## config.mk

```make
export PLATFORM = sky130hd
export DESIGN_NAME = url_decode_query_splitter_core_flat
export DESIGN_NICKNAME = d
export VERILOG_FILES = /design/src/hw/rtl/udqs_pkg.sv /design/src/hw/rtl/udqs_ifs.sv /design/src/hw/rtl/udqs_parser.sv /design/src/hw/rtl/udqs_result_fifo.sv /design/src/hw/rtl/url_decode_query_splitter_core.sv /design/src/flat_wrapper.sv
export SDC_FILE = /design/constraint.sdc
export NUM_CORES = 1
export LEC_CHECK = 0
export BUFFER_PORTS_ARGS = -buffer_cell sky130_fd_sc_hd__buf_4
export CAP_MARGIN = 20
export CORE_UTILIZATION = 30
export DETAILED_ROUTE_END_ITERATION = 16
export SLEW_MARGIN = 25
export SYNTH_ARGS = -nofsm -noshare
export SYNTH_HDL_FRONTEND = slang
export SYNTH_HIERARCHICAL = 1
export SYNTH_SLANG_ARGS = --single-unit
```

## constraint.sdc

```tcl
create_clock -name clk -period 7.2 [get_ports clk]
set_input_delay 2.16 -clock clk [delete_from_list [all_inputs] [get_ports clk]]
set_output_delay 2.16 -clock clk [all_outputs]
set_load 0.02 [all_outputs]
```

## src/hw/rtl/udqs_pkg.sv

```systemverilog
// udqs_pkg: shared types, character constants and helpers for the url decode
// and query splitter; no dependencies, compiled first
package udqs_pkg;

    localparam int MAX_RESULTS = 3;
    localparam int FIFO_DEPTH_DEFAULT = 4;
    localparam int APB_ADDR_W = 3;
    localparam int APB_DATA_W = 32;

    localparam logic [7:0] MAX_PAIRS_RESET = 8'd10;
    localparam logic [0:0] REG_MAX_PAIRS = 1'b0;

    localparam logic [7:0] CHAR_PERCENT = 8'h25;
    localparam logic [7:0] CHAR_QUESTION = 8'h3f;
    localparam logic [7:0] CHAR_EQUALS = 8'h3d;
    localparam logic [7:0] CHAR_AMP = 8'h26;

    typedef enum logic [2:0] {
        KIND_PATH     = 3'd0,
        KIND_KEY      = 3'd1,
        KIND_VALUE    = 3'd2,
        KIND_RESTART  = 3'd3,
        KIND_PAIR_END = 3'd4,
        KIND_DONE     = 3'd5
    } kind_t;

    typedef enum logic [1:0] {
        REGION_PATH  = 2'd0,
        REGION_QUERY = 2'd1,
        REGION_SKIP  = 2'd2
    } region_t;

    typedef enum logic [1:0] {
        ESC_NONE = 2'd0,
        ESC_HIGH = 2'd1,
        ESC_LOW  = 2'd2
    } esc_t;

    typedef struct packed {
        kind_t       kind;
        logic [7:0]  out_byte;
        logic [7:0]  pair_index;
        logic [7:0]  pairs_found;
        logic        bad_escape;
        logic        last;
    } result_t;

    function automatic logic [3:0] hex_value(input logic [7:0] c);
        logic [7:0] t;
        begin
            t = 8'd0;
            if (c >= 8'h30 && c <= 8'h39)
            begin
                t = c - 8'h30;
            end
            else if (c >= 8'h61 && c <= 8'h66)
            begin
                t = c - 8'h57;
            end
            else if (c >= 8'h41 && c <= 8'h46)
            begin
                t = c - 8'h37;
            end
            return t[3:0];
        end
    endfunction

endpackage

```

## src/hw/rtl/udqs_ifs.sv

```systemverilog
// udqs_ifs: valid/ready stream interfaces for url bytes and parse results
// no dependencies
interface udqs_url_if;
    logic       valid;
    logic       ready;
    logic [7:0] in_byte;
    logic       is_last;

    modport source(output valid, output in_byte, output is_last, input ready);
    modport sink(input valid, input in_byte, input is_last, output ready);
endinterface

interface udqs_result_if;
    logic       valid;
    logic       ready;
    logic [2:0] kind;
    logic [7:0] out_byte;
    logic [7:0] pair_index;
    logic [7:0] pairs_found;
    logic       bad_escape;
    logic       last;

    modport source(output valid, output kind, output out_byte, output pair_index,
                   output pairs_found, output bad_escape, output last, input ready);
    modport sink(input valid, input kind, input out_byte, input pair_index,
                 input pairs_found, input bad_escape, input last, output ready);
endinterface

```

## src/hw/rtl/udqs_parser.sv

```systemverilog
// udqs_parser: running parse state and per-byte decode into up to three results
// depends on udqs_pkg
module udqs_parser (
    input  logic                                          clk,
    input  logic                                          rst_n,
    input  logic                                          take,
    input  logic [7:0]                                    in_byte,
    input  logic                                          is_last,
    input  logic [7:0]                                    max_pairs,
    output udqs_pkg::result_t [udqs_pkg::MAX_RESULTS-1:0] res,
    output logic [1:0]                                    res_count
);

    udqs_pkg::region_t region_reg, region_next;
    udqs_pkg::esc_t    esc_reg, esc_next;
    logic              key_closed_reg, key_closed_next;
    logic              value_open_reg, value_open_next;
    logic [3:0]        high_reg, high_next;
    logic [7:0]        count_reg, count_next;

    logic              have;
    logic [7:0]        d;
    logic              v0, v1, v2;
    logic              bad;
    udqs_pkg::result_t e0, e1, e2;

    always_comb
    begin
        region_next = region_reg;
        esc_next = esc_reg;
        key_closed_next = key_closed_reg;
        value_open_next = value_open_reg;
        high_next = high_reg;
        count_next = count_reg;
        have = 1'b0;
        d = 8'd0;
        v0 = 1'b0;
        v1 = 1'b0;
        v2 = 1'b0;
        e0 = '0;
        e1 = '0;
        e2 = '0;
        bad = 1'b0;

        if (region_reg != udqs_pkg::REGION_SKIP)
        begin
            if (esc_reg == udqs_pkg::ESC_HIGH)
            begin
                high_next = udqs_pkg::hex_value(in_byte);
                esc_next = udqs_pkg::ESC_LOW;
            end
            else if (esc_reg == udqs_pkg::ESC_LOW)
            begin
                d = {high_reg, udqs_pkg::hex_value(in_byte)};
                esc_next = udqs_pkg::ESC_NONE;
                have = 1'b1;
            end
            else if (in_byte == udqs_pkg::CHAR_PERCENT)
            begin
                esc_next = udqs_pkg::ESC_HIGH;
            end
            else if (region_reg == udqs_pkg::REGION_PATH)
            begin
                if (in_byte == udqs_pkg::CHAR_QUESTION)
                begin
                    region_next = (max_pairs != 8'd0) ? udqs_pkg::REGION_QUERY
                                                      : udqs_pkg::REGION_SKIP;
                end
                else
                begin
                    d = in_byte;
                    have = 1'b1;
                end
            end
            else if (in_byte == udqs_pkg::CHAR_EQUALS)
            begin
                key_closed_next = 1'b1;
                value_open_next = 1'b1;
                v0 = 1'b1;
                e0.kind = udqs_pkg::KIND_RESTART;
                e0.pair_index = count_reg;
            end
            else if (in_byte == udqs_pkg::CHAR_AMP)
            begin
                if (value_open_reg)
                begin
                    v0 = 1'b1;
                    e0.kind = udqs_pkg::KIND_PAIR_END;
                    e0.pair_index = count_reg;
                    count_next = count_reg + 8'd1;
                    key_closed_next = 1'b0;
                    value_open_next = 1'b0;
                    if (count_next >= max_pairs)
                    begin
                        region_next = udqs_pkg::REGION_SKIP;
                    end
                end
                else
                begin
                    key_closed_next = 1'b1;
                end
            end
            else
            begin
                d = in_byte;
                have = 1'b1;
            end

            if (have)
            begin
                e0.out_byte = d;
                if (region_next == udqs_pkg::REGION_PATH)
                begin
                    v0 = 1'b1;
                    e0.kind = udqs_pkg::KIND_PATH;
                end
                else if (region_next == udqs_pkg::REGION_QUERY && value_open_next)
                begin
                    v0 = 1'b1;
                    e0.kind = udqs_pkg::KIND_VALUE;
                    e0.pair_index = count_next;
                end
                else if (region_next == udqs_pkg::REGION_QUERY && !key_closed_next)
                begin
                    v0 = 1'b1;
                    e0.kind = udqs_pkg::KIND_KEY;
                    e0.pair_index = count_next;
                end
            end
        end

        bad = (region_next != udqs_pkg::REGION_SKIP) && (esc_next != udqs_pkg::ESC_NONE);

        if (is_last)
        begin
            if (region_next == udqs_pkg::REGION_QUERY && value_open_next)
            begin
                v1 = 1'b1;
                e1.kind = udqs_pkg::KIND_PAIR_END;
                e1.pair_index = count_next;
                count_next = count_next + 8'd1;
            end
            v2 = 1'b1;
            e2.kind = udqs_pkg::KIND_DONE;
            e2.pairs_found = count_next;
            e2.bad_escape = bad;
            e2.last = 1'b1;
            region_next = udqs_pkg::REGION_PATH;
            esc_next = udqs_pkg::ESC_NONE;
            key_closed_next = 1'b0;
            value_open_next = 1'b0;
            high_next = 4'd0;
            count_next = 8'd0;
        end
    end

    // pack the produced results into the low slots
    always_comb
    begin
        res[0] = v0 ? e0 : (v1 ? e1 : e2);
        res[1] = v0 ? (v1 ? e1 : e2) : e2;
        res[2] = e2;
        res_count = {1'b0, v0} + {1'b0, v1} + {1'b0, v2};
    end

    always_ff @(posedge clk or negedge rst_n)
    begin
        if (!rst_n)
        begin
            region_reg <= udqs_pkg::REGION_PATH;
            esc_reg <= udqs_pkg::ESC_NONE;
            key_closed_reg <= 1'b0;
            value_open_reg <= 1'b0;
            high_reg <= 4'd0;
            count_reg <= 8'd0;
        end
        else if (take)
        begin
            region_reg <= region_next;
            esc_reg <= esc_next;
            key_closed_reg <= key_closed_next;
            value_open_reg <= value_open_next;
            high_reg <= high_next;
            count_reg <= count_next;
        end
    end

endmodule

```

## src/hw/rtl/udqs_result_fifo.sv

```systemverilog
// udqs_result_fifo: small register queue that takes up to three results per cycle
// and presents one beat per cycle while pop is held; depends on udqs_pkg
module udqs_result_fifo #(
    parameter int DEPTH = udqs_pkg::FIFO_DEPTH_DEFAULT
) (
    input  logic                                          clk,
    input  logic                                          rst_n,
    input  udqs_pkg::result_t [udqs_pkg::MAX_RESULTS-1:0] wr_data,
    input  logic [1:0]                                    wr_count,
    output logic                                          has_room,
    output logic                                          head_valid,
    output udqs_pkg::result_t                             head,
    input  logic                                          pop
);

    localparam int PTR_W = (DEPTH > 1) ? $clog2(DEPTH) : 1;
    localparam int CNT_W = $clog2(DEPTH + 1);
    localparam logic [CNT_W-1:0] ROOM_LIMIT = CNT_W'(DEPTH - udqs_pkg::MAX_RESULTS);

    udqs_pkg::result_t mem [DEPTH];

    logic [PTR_W-1:0] wr_ptr_reg, wr_ptr_next;
    logic [PTR_W-1:0] rd_ptr_reg, rd_ptr_next;
    logic [CNT_W-1:0] count_reg, count_next;
    logic [PTR_W-1:0] slot [udqs_pkg::MAX_RESULTS];
    logic             do_pop;

    function automatic logic [PTR_W-1:0] ptr_add(input logic [PTR_W-1:0] p,
                                                 input logic [1:0] k);
        logic [PTR_W+1:0] s;
        begin
            s = {2'b00, p} + {{PTR_W{1'b0}}, k};
            if (s >= (PTR_W+2)'(DEPTH))
            begin
                s = s - (PTR_W+2)'(DEPTH);
            end
            return s[PTR_W-1:0];
        end
    endfunction

    assign has_room = (count_reg <= ROOM_LIMIT);
    assign head_valid = (count_reg != '0);
    assign head = mem[rd_ptr_reg];
    assign do_pop = pop && head_valid;

    always_comb
    begin
        for (int k = 0; k < udqs_pkg::MAX_RESULTS; k++)
        begin
            slot[k] = ptr_add(wr_ptr_reg, 2'(k));
        end
        wr_ptr_next = ptr_add(wr_ptr_reg, wr_count);
        rd_ptr_next = do_pop ? ptr_add(rd_ptr_reg, 2'd1) : rd_ptr_reg;
        count_next = count_reg + CNT_W'(wr_count) - CNT_W'(do_pop);
    end

    always_ff @(posedge clk)
    begin
        for (int k = 0; k < udqs_pkg::MAX_RESULTS; k++)
        begin
            if (2'(k) < wr_count)
            begin
                mem[slot[k]] <= wr_data[k];
            end
        end
    end

    always_ff @(posedge clk or negedge rst_n)
    begin
        if (!rst_n)
        begin
            wr_ptr_reg <= '0;
            rd_ptr_reg <= '0;
            count_reg <= '0;
        end
        else
        begin
            wr_ptr_reg <= wr_ptr_next;
            rd_ptr_reg <= rd_ptr_next;
            count_reg <= count_next;
        end
    end

endmodule

```

## src/hw/rtl/url_decode_query_splitter_core.sv

```systemverilog
// url_decode_query_splitter_core: one url byte per beat in, parse results out.
// output: an accepted byte's results are registered in the result queue and presented from its head.
// throughput: one byte per cycle while each byte yields at most one result and events.ready is high;
// a byte with several results stalls input until the result queue has room again.
// reset: parse state cleared, max_pairs set to 10, result queue empty.
// depends on udqs_pkg, udqs_ifs, udqs_parser, udqs_result_fifo
module url_decode_query_splitter_core #(
    parameter int FIFO_DEPTH = udqs_pkg::FIFO_DEPTH_DEFAULT
) (
    input  logic                            clk,
    input  logic                            rst_n,
    udqs_url_if.sink                        url,
    udqs_result_if.source                   events,
    input  logic                            psel,
    input  logic                            penable,
    input  logic                            pwrite,
    input  logic [udqs_pkg::APB_ADDR_W-1:0] paddr,
    input  logic [udqs_pkg::APB_DATA_W-1:0] pwdata,
    output logic [udqs_pkg::APB_DATA_W-1:0] prdata,
    output logic                            pready
);

    logic [7:0] max_pairs_reg, max_pairs_next;
    logic       cfg_write;
    logic       take;
    logic       has_room;
    logic       head_valid;
    logic [1:0] res_count;

    udqs_pkg::result_t [udqs_pkg::MAX_RESULTS-1:0] res;
    udqs_pkg::result_t                             head;

    // register index is the word address
    assign pready = 1'b1;
    assign cfg_write = psel && penable && pwrite
                       && (paddr[udqs_pkg::APB_ADDR_W-1] == udqs_pkg::REG_MAX_PAIRS);
    assign max_pairs_next = cfg_write ? pwdata[7:0] : max_pairs_reg;
    assign prdata = (paddr[udqs_pkg::APB_ADDR_W-1] == udqs_pkg::REG_MAX_PAIRS)
                    ? {{(udqs_pkg::APB_DATA_W-8){1'b0}}, max_pairs_reg}
                    : '0;

    always_ff @(posedge clk or negedge rst_n)
    begin
        if (!rst_n)
        begin
            max_pairs_reg <= udqs_pkg::MAX_PAIRS_RESET;
        end
        else
        begin
            max_pairs_reg <= max_pairs_next;
        end
    end

    assign url.ready = has_room;
    assign take = url.valid && has_room;

    udqs_parser u_parser (
        .clk       (clk),
        .rst_n     (rst_n),
        .take      (take),
        .in_byte   (url.in_byte),
        .is_last   (url.is_last),
        .max_pairs (max_pairs_reg),
        .res       (res),
        .res_count (res_count)
    );

    udqs_result_fifo #(
        .DEPTH (FIFO_DEPTH)
    ) u_fifo (
        .clk        (clk),
        .rst_n      (rst_n),
        .wr_data    (res),
        .wr_count   (take ? res_count : 2'd0),
        .has_room   (has_room),
        .head_valid (head_valid),
        .head       (head),
        .pop        (events.ready)
    );

    assign events.valid = head_valid;
    assign events.kind = head.kind;
    assign events.out_byte = head.out_byte;
    assign events.pair_index = head.pair_index;
    assign events.pairs_found = head.pairs_found;
    assign events.bad_escape = head.bad_escape;
    assign events.last = head.last;

endmodule
```

## src/flat_wrapper.sv

```systemverilog
// flat-port wrapper written by rule: the top's interface ports become plain ports
module url_decode_query_splitter_core_flat 
#(
    parameter int FIFO_DEPTH = udqs_pkg::FIFO_DEPTH_DEFAULT
)
  (clk, rst_n, psel, penable, pwrite, paddr, pwdata, prdata, pready, url_valid, url_in_byte, url_is_last, url_ready, events_valid, events_kind, events_out_byte, events_pair_index, events_pairs_found, events_bad_escape, events_last, events_ready);
  udqs_url_if url_i ();
  udqs_result_if events_i ();
  input  logic clk;
  input  logic rst_n;
  input  logic psel;
  input  logic penable;
  input  logic pwrite;
  input  logic [udqs_pkg::APB_ADDR_W-1:0] paddr;
  input  logic [udqs_pkg::APB_DATA_W-1:0] pwdata;
  output logic [udqs_pkg::APB_DATA_W-1:0] prdata;
  output logic pready;
  input wire logic [$bits(url_i.valid)-1:0] url_valid;
  input wire logic [$bits(url_i.in_byte)-1:0] url_in_byte;
  input wire logic [$bits(url_i.is_last)-1:0] url_is_last;
  output wire logic [$bits(url_i.ready)-1:0] url_ready;
  output wire logic [$bits(events_i.valid)-1:0] events_valid;
  output wire logic [$bits(events_i.kind)-1:0] events_kind;
  output wire logic [$bits(events_i.out_byte)-1:0] events_out_byte;
  output wire logic [$bits(events_i.pair_index)-1:0] events_pair_index;
  output wire logic [$bits(events_i.pairs_found)-1:0] events_pairs_found;
  output wire logic [$bits(events_i.bad_escape)-1:0] events_bad_escape;
  output wire logic [$bits(events_i.last)-1:0] events_last;
  input wire logic [$bits(events_i.ready)-1:0] events_ready;
  assign url_i.valid = url_valid;
  assign url_i.in_byte = url_in_byte;
  assign url_i.is_last = url_is_last;
  assign url_ready = url_i.ready;
  assign events_valid = events_i.valid;
  assign events_kind = events_i.kind;
  assign events_out_byte = events_i.out_byte;
  assign events_pair_index = events_i.pair_index;
  assign events_pairs_found = events_i.pairs_found;
  assign events_bad_escape = events_i.bad_escape;
  assign events_last = events_i.last;
  assign events_i.ready = events_ready;
  url_decode_query_splitter_core #(.FIFO_DEPTH(FIFO_DEPTH)) u_core (.clk(clk), .rst_n(rst_n), .url(url_i), .events(events_i), .psel(psel), .penable(penable), .pwrite(pwrite), .paddr(paddr), .pwdata(pwdata), .prdata(prdata), .pready(pready));
endmodule
```

Yosys cells after proc, flatten, opt, wreduce, memory -nomap -nowiden
Memory sizes are Yosys's and may differ from the RTL's.
Cells that the tools add are included.
W data, S select, Z words.
{ "totals": {"regBits": 33, "mem_bits_rw": 116, "in_bits": 51, "output_inout_bits": 64, "elab_cells": 205, "n_memories": 1} }
{ "op_classes": {"n_addsub": 18, "magnitude_cmp": 16, "n_eq_ne": 10, "n_mux": 127, "bitwise_logic": 1, "n_reduce_logical": 22} }
{ "mem_list": {"columns": ["memory", "words", "word_bits", "read_ports", "rd_ports_with_merged_regs", "wr", "line", "rtl"], "rows": [
  ["u_core.u_fifo.mem", 4, 29, 1, 0, 3, "udqs_result_fifo.sv:20", "udqs_pkg::result_t mem [DEPTH];"]
]} }
{ "op_table": {"columns": ["cell", "n"], "rows": [
  ["$mux W8", 30],
  ["$mux W29", 3],
  ["$mux W1", 48],
  ["$mux W2", 24],
  ["$mux W3", 13],
  ["$mux W19", 2],
  ["$eq A8 B6 Y1 const B", 4],
  ["$mux W4", 6],
  ["$add A8 B1 Y8 const B", 2],
  ["$ge A8 B7 Y1 const B", 2],
  ["$le A8 B7 Y1 const B", 2],
  ["$ge A3 B3 Y1 const B", 4],
  ["$logic_and A1 B1 Y1", 12],
  ["$mux W10", 1],
  ["$sub A2 B1 Y2 const B", 5],
  ["$ge A8 B6 Y1 const B", 1],
  ["$ge A8 B8 Y1", 1],
  ["$le A8 B6 Y1 const B", 1],
  ["$reduce_bool A8 Y1", 1],
  ["$sub A4 B3 Y4 const B", 2],
  ["$add A2 B1 Y3 const B", 2],
  ["$eq A2 B1 Y1 const B", 3],
  ["$reduce_bool A2 Y1", 3],
  ["$logic_not A2 Y1", 2],
  ["18 further kinds", 20]
]} }

Logic depth before layout (Yosys ltp)
Gate-level depths: netlist of run 1.
{ "logic_depth": {"depth_word": 24, "mapped_depth": 20, "mapped_depth_nobuf": 17} }

Cells and area by module
Netlist of run 1, hierarchy kept.
{ "by_module_without_submodules": {"columns": ["mod", "n_inst", "cells_per_inst", "area_per_inst_um2", "seq_area_each_um2"], "rows": [
  ["udqs_result_fifo", 1, 717, 7004.2, 3658.5],
  ["udqs_parser", 1, 405, 2797.7, 450.4],
  ["url_decode_query_splitter_core", 1, 55, 600.6, 202.7]
]} }

Worst setup path before layout of run 1
No wires, ideal clock.
{ "synth_timing": {"path_type": "input port to flip-flop", "from": "input port url_in_byte[1]", "to": "memory u_core/u_fifo/mem[2][0] in the netlist's numbering, enable pin", "setup_time_ns": 0.460, "arrival_ns": 7.357, "path_slack_ns": -0.617, "stages": 18, "n_path_buf": 3, "cell_sequence": "inv_1 ha_1 nor4b_1 a21boi_0 or3_1 a221o_1 o21a_1 nor2_1 inv_1 clkbuf_1 fa_1 inv_1 and3_1 buf_4 buf_6 o21a_1 nor2_1 a211oi_1"} }
{ "synth_lines": {"columns": ["item", "line", "rtl"], "rows": [
  ["from (decl)", "flat_wrapper.sv:19", "input wire logic [$bits(url_i.in_byte)-1:0] url_in_byte;"],
  ["to (decl)", "udqs_result_fifo.sv:20", null]
]} }

==> metrics, run 1 <==
P per Cell Area 347.1 nW/um^2; setup ws final 0.9062 ns; RSZ-0062 raised after global routing false; Final Setup Violations 0; Critical Path AT 6.42 ns; grt met1 use 23.93%; GR peak layer met2; met3 GRT Util 2.496%; Ys Warns 6; commonest non-fill, non-tap cell in the layout nand2_1; skew final 0.01693 ns; Area Overhead vs Synth 12.50%; most frequent cells in the layout nand2_1 (261), nor2_1 (162), a31oi_1 (119), edfxtp_1 (116), buf_4 (88); Crit Path Category in -> reg; DRT iter0 DRCs 894; drt wl/cell 18.14 um; period utilization 87.41%; initial antenna violation count 0; Remaining DRCs 0; Final Net Count 1272; fin crit period 6.294 ns; first-pass GRT wire length 46930 um; fraction of layout cells with a size suffix above 1 15.35%; Clock Path Buffers 2; Synth top area share 33.49%; Lkg Pwr 4.465 nW; Tot Pwr 0.004062 W; Die X 188.2 um; Diodes inserted 0; worst-path fanout max 58; CTS tree done; Hold Startpoint u_core/u_fifo/rd_ptr_reg[1]; Seq/Total Area, Yosys 41.45%; Synth cell types 71; Resize count post-CTS 0; largest net degree at the start of global routing 59; site row count 67; number of synthesized flops with an enable pin 116; RePlAce Congestion 0.8454; # IOs 115; cell count after synthesis 1177; max-slew violations 0; worst reg-to-reg path cell count 13; Vias/cell 5.292; crit path capture type flop; Syn Area/Cell 8.838 um^2; relative slew slack 38.36%; VDD IR max 0.1882 mV; Required @ worst endpoint 7.33 ns; post-detailed-route count of antenna-violating nets 0; final core utilization 34.64%; # port buffers 63; Total Wirelength 30120 um; number of global-route vias before repair 8291; Clk Latency, worst-skew pair 0.43 ns; status finished, final reports clean; Final Hold Viols 0; Post-CTS Hold Buffers 0; slew of the pin with the lowest slew margin 0.9217 ns; worst hold path endpoint u_core/u_fifo/rd_ptr_reg[1]; Worst Hold Depth 1; Chip Height 188.2 um; Pre-Repair DR Iteration Count 6; detailed-route via count 8784; Peak Freq 158.9 MHz; Max Cap Viol 0; Clock transition at path regs 0.07 ns; Area contributors post-synth edfxtp_1 (33%), nand2_1 (9.4%), dfrtp_1 (7.5%), a31oi_1 (7.2%), mux4_2 (6.3%); max FFs per register 116; FFs w/ async S/R, synth 22.15%; gr usage total 17.03%; worst r2r dst u_core/u_fifo/mem[2][17]; worst r2r src u_core/u_parser/esc_reg[0]; dpl hpwl 18770 um; flop2flop setup slack 2.35 ns; Core Area 33780 um^2; Post-synth top flop edfxtp_1; area leader, netlist edfxtp_1; register bit total from synthesis 149; CTS root buf clkbuf_16; CTS sink count 149; die area 35420 um^2; pre-CTS WS 0.5540 ns; Setup Fix Bufs, Post-CTS 0; Syn Std Cell Area 10400 um^2; CTS Buf Count 17; initial core utilization 30.79%; grt total ovfl 0; setup TNS 0 ns; hold crit path type reg -> reg; met2 usage 26.54%; CTS H-tree lvls 4; Startpoint Class primary input
-- worst max path at each step --
stage,start,end
6_report,url_in_byte[1],u_core/u_fifo/mem[2][17]
5_1_grt,url_in_byte[1],u_core/u_fifo/mem[2][10]
4_1_cts,url_in_byte[1],u_core/u_fifo/mem[2][17]
3_5_place_dp,url_in_byte[1],u_core/u_fifo/mem[2][25]
3_3_place_gp,url_in_byte[1],u_core/u_fifo/mem[2][12]
2_1_floorplan,url_in_byte[1],u_core/u_fifo/mem[2][0]
-- cell type report --
cell class,count,area [um^2]
tap,448,560.5
fill,3400,22080
multi-input combinational,890,5298
sequential,149,4313
clock inverter,15,165.2
clock buffer,17,425.4
timing repair buffer,93,760.7
inverter,48,180.2
-- cell usage after synthesis (all sizes together) (3+ instances only) --
library cell,instances
edfxtp,116
maj3,3
and2,5
mux4,29
and2b,8
buf,103
nand4,11
nor4,7
nor2,162
o32ai,5
nand2,261
a211oi,4
and3,5
o31ai,8
o21ai,10
a21o,7
nand3b,3
nand4b,3
a31oi,119
mux2i,4
or3,5
inv,47
nand3,17
a21oi,20
o21a,5
a22oi,7
dfrtp,31
nor3,20
conb,3
clkbuf,35
mux2,10
o22ai,20
ha,20
or4,4
xnor2,19
xor2,5
-- through the flow --
step	hold slack (ns)	instance area (um^2)	std cells
final	0.4672	11700	1660
after global routing	0.5101	11700	1660
after CTS	0.4778	11700	1660
after detailed placement	0.4684	11100	1628
after global placement	0.4621	11100	1628
after floorplan	0.4691	10590	1225
-- where the power goes --
group | internal, W | switching (W)
logic | 0.000719 | 0.00111
clock network | 0.000519 | 0.000395
registers | 0.00117 | 0.000145
total | 0.00241 | 0.00165
-- cell families (layout without fill, tap and decap cells) --
logic type | Yosys count | in the layout | share of synthesized area [%]
compound gates | 220 | 220 | 13.75
xor+xnor | 24 | 24 | 2.021
fa+ha+maj | 25 | 25 | 3.079
buf+inv | 186 | 173 | 9.791
flops | 149 | 149 | 41.45
mux | 43 | 43 | 7.746
other cells | 3 | 51 | 0.1082
simple gates | 527 | 527 | 22.06
-- worst max-delay path, cell delays in order --
cell and delay, ns:
buf_4 0.14, inv_1 0.07, ha_1 0.29, nand3_1 0.23, nor4_1 0.59, nor2_1 0.09
or3_1 0.47, nor2_1 0.22, clkinv_1 0.28, fa_1 0.57, inv_1 0.04, and3_1 0.23
buf_4 0.19, nand4bb_2 0.08, buf_4 0.54, a31oi_1 0.21
-- routing by layer --
metal / up-vias / wire length (um)
met5: - / 0
met4: 0 / 558
met3: 53 / 2663
met2: 467 / 13690
met1: 4116 / 13210
li1: 4148 / -
Note: power is estimated with default switching activity, not from simulation.
==> inputs of run 2 (changes only) <==
--- a/config.mk
+++ b/config.mk
@@ -10,5 +10,4 @@
 export CORE_UTILIZATION = 30
 export DETAILED_ROUTE_END_ITERATION = 16
-export SLEW_MARGIN = 25
 export SYNTH_ARGS = -nofsm -noshare
 export SYNTH_HDL_FRONTEND = slang
==> constraint.sdc (replaced) <==
create_clock -name clk -period 7.2 [get_ports clk]
set_input_delay 2.16 -clock clk [delete_from_list [all_inputs] [get_ports clk]]
set_output_delay 2.16 -clock clk [all_outputs]
set_load 0.005 [all_outputs]
==> metrics, run 2 (same netlist as run 1, synthesis figures left out) <==
dpl hpwl 18750 um (-0.11%); crit path capture type flop; met2 routed wirelength 13670 um (-0.11%); flop2flop setup slack 2.38 ns (+0.03 ns); die area 35420 um^2 (unchanged); commonest non-fill, non-tap cell in the layout nand2_1; DRT iter0 DRCs 939 (+5.0%); fin area 11700 um^2 (about the same); first-pass GRT wire length 46580 um (-0.75%); detailed-route via count 8768 (-0.18%); Chip Height 188.2 um (unchanged); Crit Path Category in -> reg; Clock Path Buffers 2 (unchanged); site row count 67 (unchanged); CTS Buf Count 17 (unchanged); Max Cap Viol 0 (unchanged); Clk Latency, worst-skew pair 0.42 ns (about the same); Area Overhead vs Synth 12.46% (about the same); max FFs per register 116 (unchanged); period utilization 87.59% (+0.18 points); WL met1 13300 um (+0.70%); VDD IR max 0.1682 mV (-11%); fin cells 1661 (+0.060%); Clock transition at path regs 0.06 ns (about the same); WL met3 2480 um (-6.9%); grt total ovfl 0 (unchanged); Startpoint Class primary input; RSZ-0062 raised after global routing false; slew of the pin with the lowest slew margin 1.074 ns (+0.1526 ns); Final Net Count 1273 (+0.079%); Critical Path AT 6.43 ns (about the same); drt wl/cell 18.01 um (-0.73%); Die X 188.2 um (unchanged); Diodes inserted 0 (unchanged); highest routed metal layer met4; CTS sink count 149 (unchanged); initial core utilization 30.79% (unchanged); Pre-Repair DR Iteration Count 6 (unchanged); initial antenna violation count 0 (unchanged); final core utilization 34.63% (about the same); Peak Freq 158.6 MHz (-0.20%); Total Wirelength 29920 um (-0.67%); status finished, final reports clean; Final Hold Viols 0 (unchanged); # IOs 115 (unchanged); Remaining DRCs 0 (unchanged); Setup Fix Bufs, Post-CTS 0 (unchanged); worst-path fanout max 58 (unchanged); CTS H-tree lvls 4 (unchanged); Lkg Pwr 4.463 nW (about the same); Final Setup Violations 0 (unchanged); fillcell total 3407 (+0.21%); fin crit period 6.307 ns (+0.01272 ns); Resize count post-CTS 0 (unchanged); Post-CTS Hold Buffers 0 (unchanged); most frequent cells in the layout nand2_1 (261), nor2_1 (162), a31oi_1 (119), edfxtp_1 (116), buf_4 (88); footprint of the multi-input gates 5289 um^2 (-0.17%); CTS root buf clkbuf_16; Placement Cell Area 11100 um^2 (about the same); CTS tree done; Vias/cell 5.279 (-0.24%); # port buffers 63 (unchanged); skew final 0.009486 ns (-0.007447 ns); max-slew violations 0 (unchanged); RePlAce Congestion 0.8454 (unchanged); fraction of layout cells with a size suffix above 1 15.25% (-0.095 points); Required @ worst endpoint 7.32 ns (about the same); gr usage total 16.86% (-0.18 points); P per Cell Area 333.8 nW/um^2 (-3.8%); Reg area 4313 um^2 (unchanged); hold crit path type reg -> reg; post-detailed-route count of antenna-violating nets 0 (unchanged); Placed Cells 1628 (unchanged); number of global-route vias before repair 8164 (-1.5%); Core Area 33780 um^2 (unchanged); relative slew slack 27.73% (-11 points); largest net degree at the start of global routing 59 (unchanged); setup TNS 0 ns (unchanged)
==> run 2: cell types whose count changed in the layout (fill, tap and decap cells not counted), sizes merged <==
cell    delta
clkbuf     +2
clkinv     -2
inv        +1
==> run 2: layer usage <==
metal	track usage [%]	vias to the layer above
li1	-	4142
met1	23.69	4164
met2	26.50	422
met3	2.589	40
met4	5.347	0
met5	0	-
==> run 2: final cells by class <==
class	count	share of cell area, %
inverter	48	1.540
clock inverter	14	1.390
clock buffer	18	3.668
timing repair buffer	94	6.535
sequential	149	36.87
tap	448	4.791
multi-input combinational	890	45.21
==> run 2: power breakdown <==
group	switching (W)	internal, W
clock network	0.000389	0.000521
logic	0.000969	0.000710
registers	0.000144	0.00117
total	0.00150	0.00240
==> run 2: critical path, stage by stage <==
cell and delay [ns]:
buf_4 0.12, inv_1 0.06, ha_1 0.27, nor4b_1 0.66
a21boi_0 0.28, or3_1 0.36, a221o_1 0.34, o21a_1 0.15
nor2_1 0.12, inv_1 0.09, fa_1 0.52, inv_1 0.04
and3_1 0.23, buf_4 0.19, nand4bb_2 0.08, buf_4 0.54
a31oi_1 0.20
==> run 2: final timing paths <==
path	from	end	depth (start not counted)
hold reg to reg	u_core/u_fifo/rd_ptr_reg[1]	u_core/u_fifo/rd_ptr_reg[1]	1
hold / removal	u_core/u_fifo/rd_ptr_reg[1]	u_core/u_fifo/rd_ptr_reg[1]	1
setup / recovery	url_in_byte[1]	u_core/u_fifo/mem[2][17]	17
min in group asynchronous	rst_n	u_core/u_fifo/count_reg[0]	1
max in group asynchronous	rst_n	u_core/max_pairs_reg[3]	1
setup reg to reg	u_core/u_parser/esc_reg[0]	u_core/u_fifo/mem[2][17]	13
==> run 2: metrics by stage <==
step	power [W]	hold WS (ns)	worst slack, ns
after floorplan	0.002402	0.4691	0.3934
after CTS	0.003930	0.4771	0.9723
after detailed placement	0.003009	0.4683	0.5624
after global placement	0.002982	0.4621	0.6372
final	0.003905	0.4693	0.8935
after global routing	0.004150	0.5095	0.5255
==> inputs of run 3 (changes only) <==
- CORE_ASPECT_RATIO: not set -> 0.8
- SYNTH_HIERARCHICAL: 1 -> not set
==> metrics, run 3 <==
max FFs per register 116 (unchanged); Vias/cell 5.523 (+4.6%); Core Area 27700 um^2 (-18%); relative slew slack 47.57% (+20 points); P per Cell Area 318.0 nW/um^2 (-4.7%); worst-path fanout max 16 (-72%); Required @ worst endpoint 7.27 ns (-0.05 ns); RePlAce Congestion 0.9279 (+9.8%); cell count after synthesis 866 (-26%); # port buffers 63 (unchanged); Pre-Repair DR Iteration Count 5 (-1); crit path capture type flop; CP max-delay cell o41ai_1; initial core utilization 30.98% (+0.19 points); Worst Hold Depth 2 (+1); fin cells 1297 (-22%); Peak Freq 158.9 MHz (+0.21%); post-detailed-route count of antenna-violating nets 0 (unchanged); drt wl/cell 19.82 um (+10%); Remaining DRCs 0 (unchanged); Syn Area/Cell 9.910 um^2 (+12%); fin crit period 6.294 ns (-0.01297 ns); CTS H-tree lvls 4 (unchanged); CP peak stage delay 0.73 ns (+0.07 ns); CTS sink count 149 (unchanged); Post-synth top flop dfxtp_1; Placed Cells 1264 (-22%); Crit path max-delay family compound AO/OA/AOI/OAI gates; synth cell count leaders nand2_1 (85), o21ai_0 (73), dfxtp_1 (68); site row count 54 (-19%); top-count cell post-synth nand2_1; Setup Fix Bufs, Post-CTS 0 (unchanged); skew final 0.01139 ns (+0.001906 ns); number of synthesized flops with an enable pin 48 (-59%); die area 29290 um^2 (-17%); Clk Latency, worst-skew pair 0.44 ns (+0.02 ns); Final Net Count 993 (-22%); dpl hpwl 18350 um (-2.2%); worst reg-to-reg path cell count 19 (+6); initial antenna violation count 0 (unchanged); Lkg Pwr 3.802 nW (-15%); CTS Buf Count 17 (unchanged); Buf/Inv on CP 5 (-1); Area Overhead vs Synth 16.18%; commonest non-fill, non-tap cell in the layout buf_4; CTS root buf clkbuf_16; Hold Startpoint u_core.u_fifo.mem[3][25]; Final Hold Viols 0 (unchanged); CTS tree done; Chip Height 153.3 um (-19%); period utilization 87.41% (-0.18 points); detailed-route via count 7163 (-18%); setup TNS 0 ns (unchanged); Seq/Total Area, Yosys 42.31% (+0.86 points); Critical Path AT 6.36 ns (-0.07 ns); Diodes inserted 0 (unchanged); Area contributors post-synth edfxtp_1 (17%), dfxtp_1 (16%), dfrtp_1 (9.0%), mux4_2 (7.6%), o21ai_0 (4.3%); number of global-route vias before repair 6823 (-16%); Crit Path Category in -> reg; flop2flop setup slack 1.69 ns (-0.69 ns); grt total ovfl 0 (unchanged); Die X 191.1 um (+1.5%); first-pass GRT wire length 39950 um (-14%); # IOs 115 (unchanged); Startpoint Class primary input; max-slew violations 0 (unchanged); VDD IR max 0.1916 mV (+14%); largest net degree at the start of global routing 34 (-42%); worst r2r dst u_core.u_fifo.mem[0][26]; DRT iter0 DRCs 622 (-34%); hold crit path type reg -> reg; Clock Path Buffers 2 (unchanged); Synth cell types 84 (+18%); Resize count post-CTS 0 (unchanged); worst r2r src u_core.u_parser.count_reg[0]; fraction of layout cells with a size suffix above 1 21.44% (+6.2 points); Post-CTS Hold Buffers 0 (unchanged); register bit total from synthesis 149 (unchanged); WP depth 15 (-2); Final Setup Violations 0 (unchanged); status finished, final reports clean; Total Wirelength 25710 um (-14%); worst hold path endpoint u_core.u_fifo.mem[3][25]; FFs w/ async S/R, synth 22.15% (unchanged); Syn Std Cell Area 8582 um^2 (-18%); most frequent cells in the layout buf_4 (95), nand2_1 (85), o21ai_0 (73), dfxtp_1 (68), nor2_1 (67); Ys Warns 0 (-6); Synth top area share 16.80% (-17 points); Max Cap Viol 0 (unchanged); CP cell instances buf_4, nand4bb_1, o41ai_1, o21a_1, a21boi_2, a21bo_2, nand2_4, inv_2, fa_1, and3_1, inv_1, nor2_1, buf_4, nor3_2, inv_1; gr usage total 17.82% (+0.97 points); slew of the pin with the lowest slew margin 0.7846 ns (-0.2898 ns); area leader, netlist edfxtp_1; Clock transition at path regs 0.06 ns (about the same); RSZ-0062 raised after global routing false
run 3: changes by cell type after synthesis, moves of 64 or more:
cell      previous run  this run
edfxtp_1           116        48
nor2_1             162        67
a31oi_1            119         5
nand2_1            261        85
dfxtp_1              0        68
o21ai_0              9        73
run 3: metal layers:
layer,wire length (um),up-vias,global-route usage [%]
li1,-,3321,-
met1,11960,3511,25.75
met2,11340,307,26.26
met3,2137,24,4.822
met4,280,0,4.006
met5,0,-,0
run 3: how the worst max path moves through the flow:
stage                   start                       end
6_report       url_in_byte[6]  u_core.u_fifo.mem[0][26]
5_1_grt        url_in_byte[1]  u_core.u_fifo.mem[0][26]
4_1_cts        url_in_byte[6]  u_core.u_fifo.mem[2][11]
3_5_place_dp   url_in_byte[1]  u_core.u_fifo.mem[2][11]
3_3_place_gp   url_in_byte[6]   u_core.u_fifo.mem[2][9]
2_1_floorplan  url_in_byte[0]   u_core.u_fifo.mem[1][0]
run 3: power by group:
group / internal (W) / switching, W
Combinational: 0.000501 / 0.000680
Clock: 0.000462 / 0.000372
Sequential: 0.00103 / 0.000121
run 3: worst min-delay path, cell delays in order (launching register included):
cell     delay [ns]
dfxtp_1        0.32
nand2_1        0.04
o21ai_0        0.05
run 3: area by class of cell:
class                   count  area [um^2]
inverters                  31        116.4
flip-flops and latches    149         3632
clock buffers              21        461.7
multi-input cells         624         4487
well taps                 364        455.4
repair buffers             97        744.5
clock inverters            11        73.82
fillers                  2821        17730
run 3: logic make-up (layout without fill, tap and decap cells):
family,count (synthesis),after routing,share of synthesized area [%]
simple gates,254,254,14.83
fa+ha+maj,23,23,3.514
buf+inv,116,160,6.648
compound gates,256,256,20.94
flops,149,149,42.31
mux,40,40,9.025
xor+xnor,26,26,2.653
other cells,2,25,0.08751
run 3: metrics by stage:
| stage | total power, W | utilization [%] | hold WS (ns) | setup slack, ns | area, um^2 |
|---|---|---|---|---|---|
| floorplan | 0.001929 | - | 0.4198 | 0.6302 | 8668 |
| global placement | 0.002326 | 34.02 | 0.4296 | 0.5417 | 9424 |
| detailed placement | 0.002349 | 34.02 | 0.4369 | 0.5147 | 9424 |
| CTS | 0.003187 | 35.95 | 0.4530 | 0.9473 | 9960 |
| global route | 0.003345 | 35.99 | 0.4770 | 0.7394 | 9971 |
| finish | 0.003171 | 35.99 | 0.4501 | 0.9064 | 9971 |
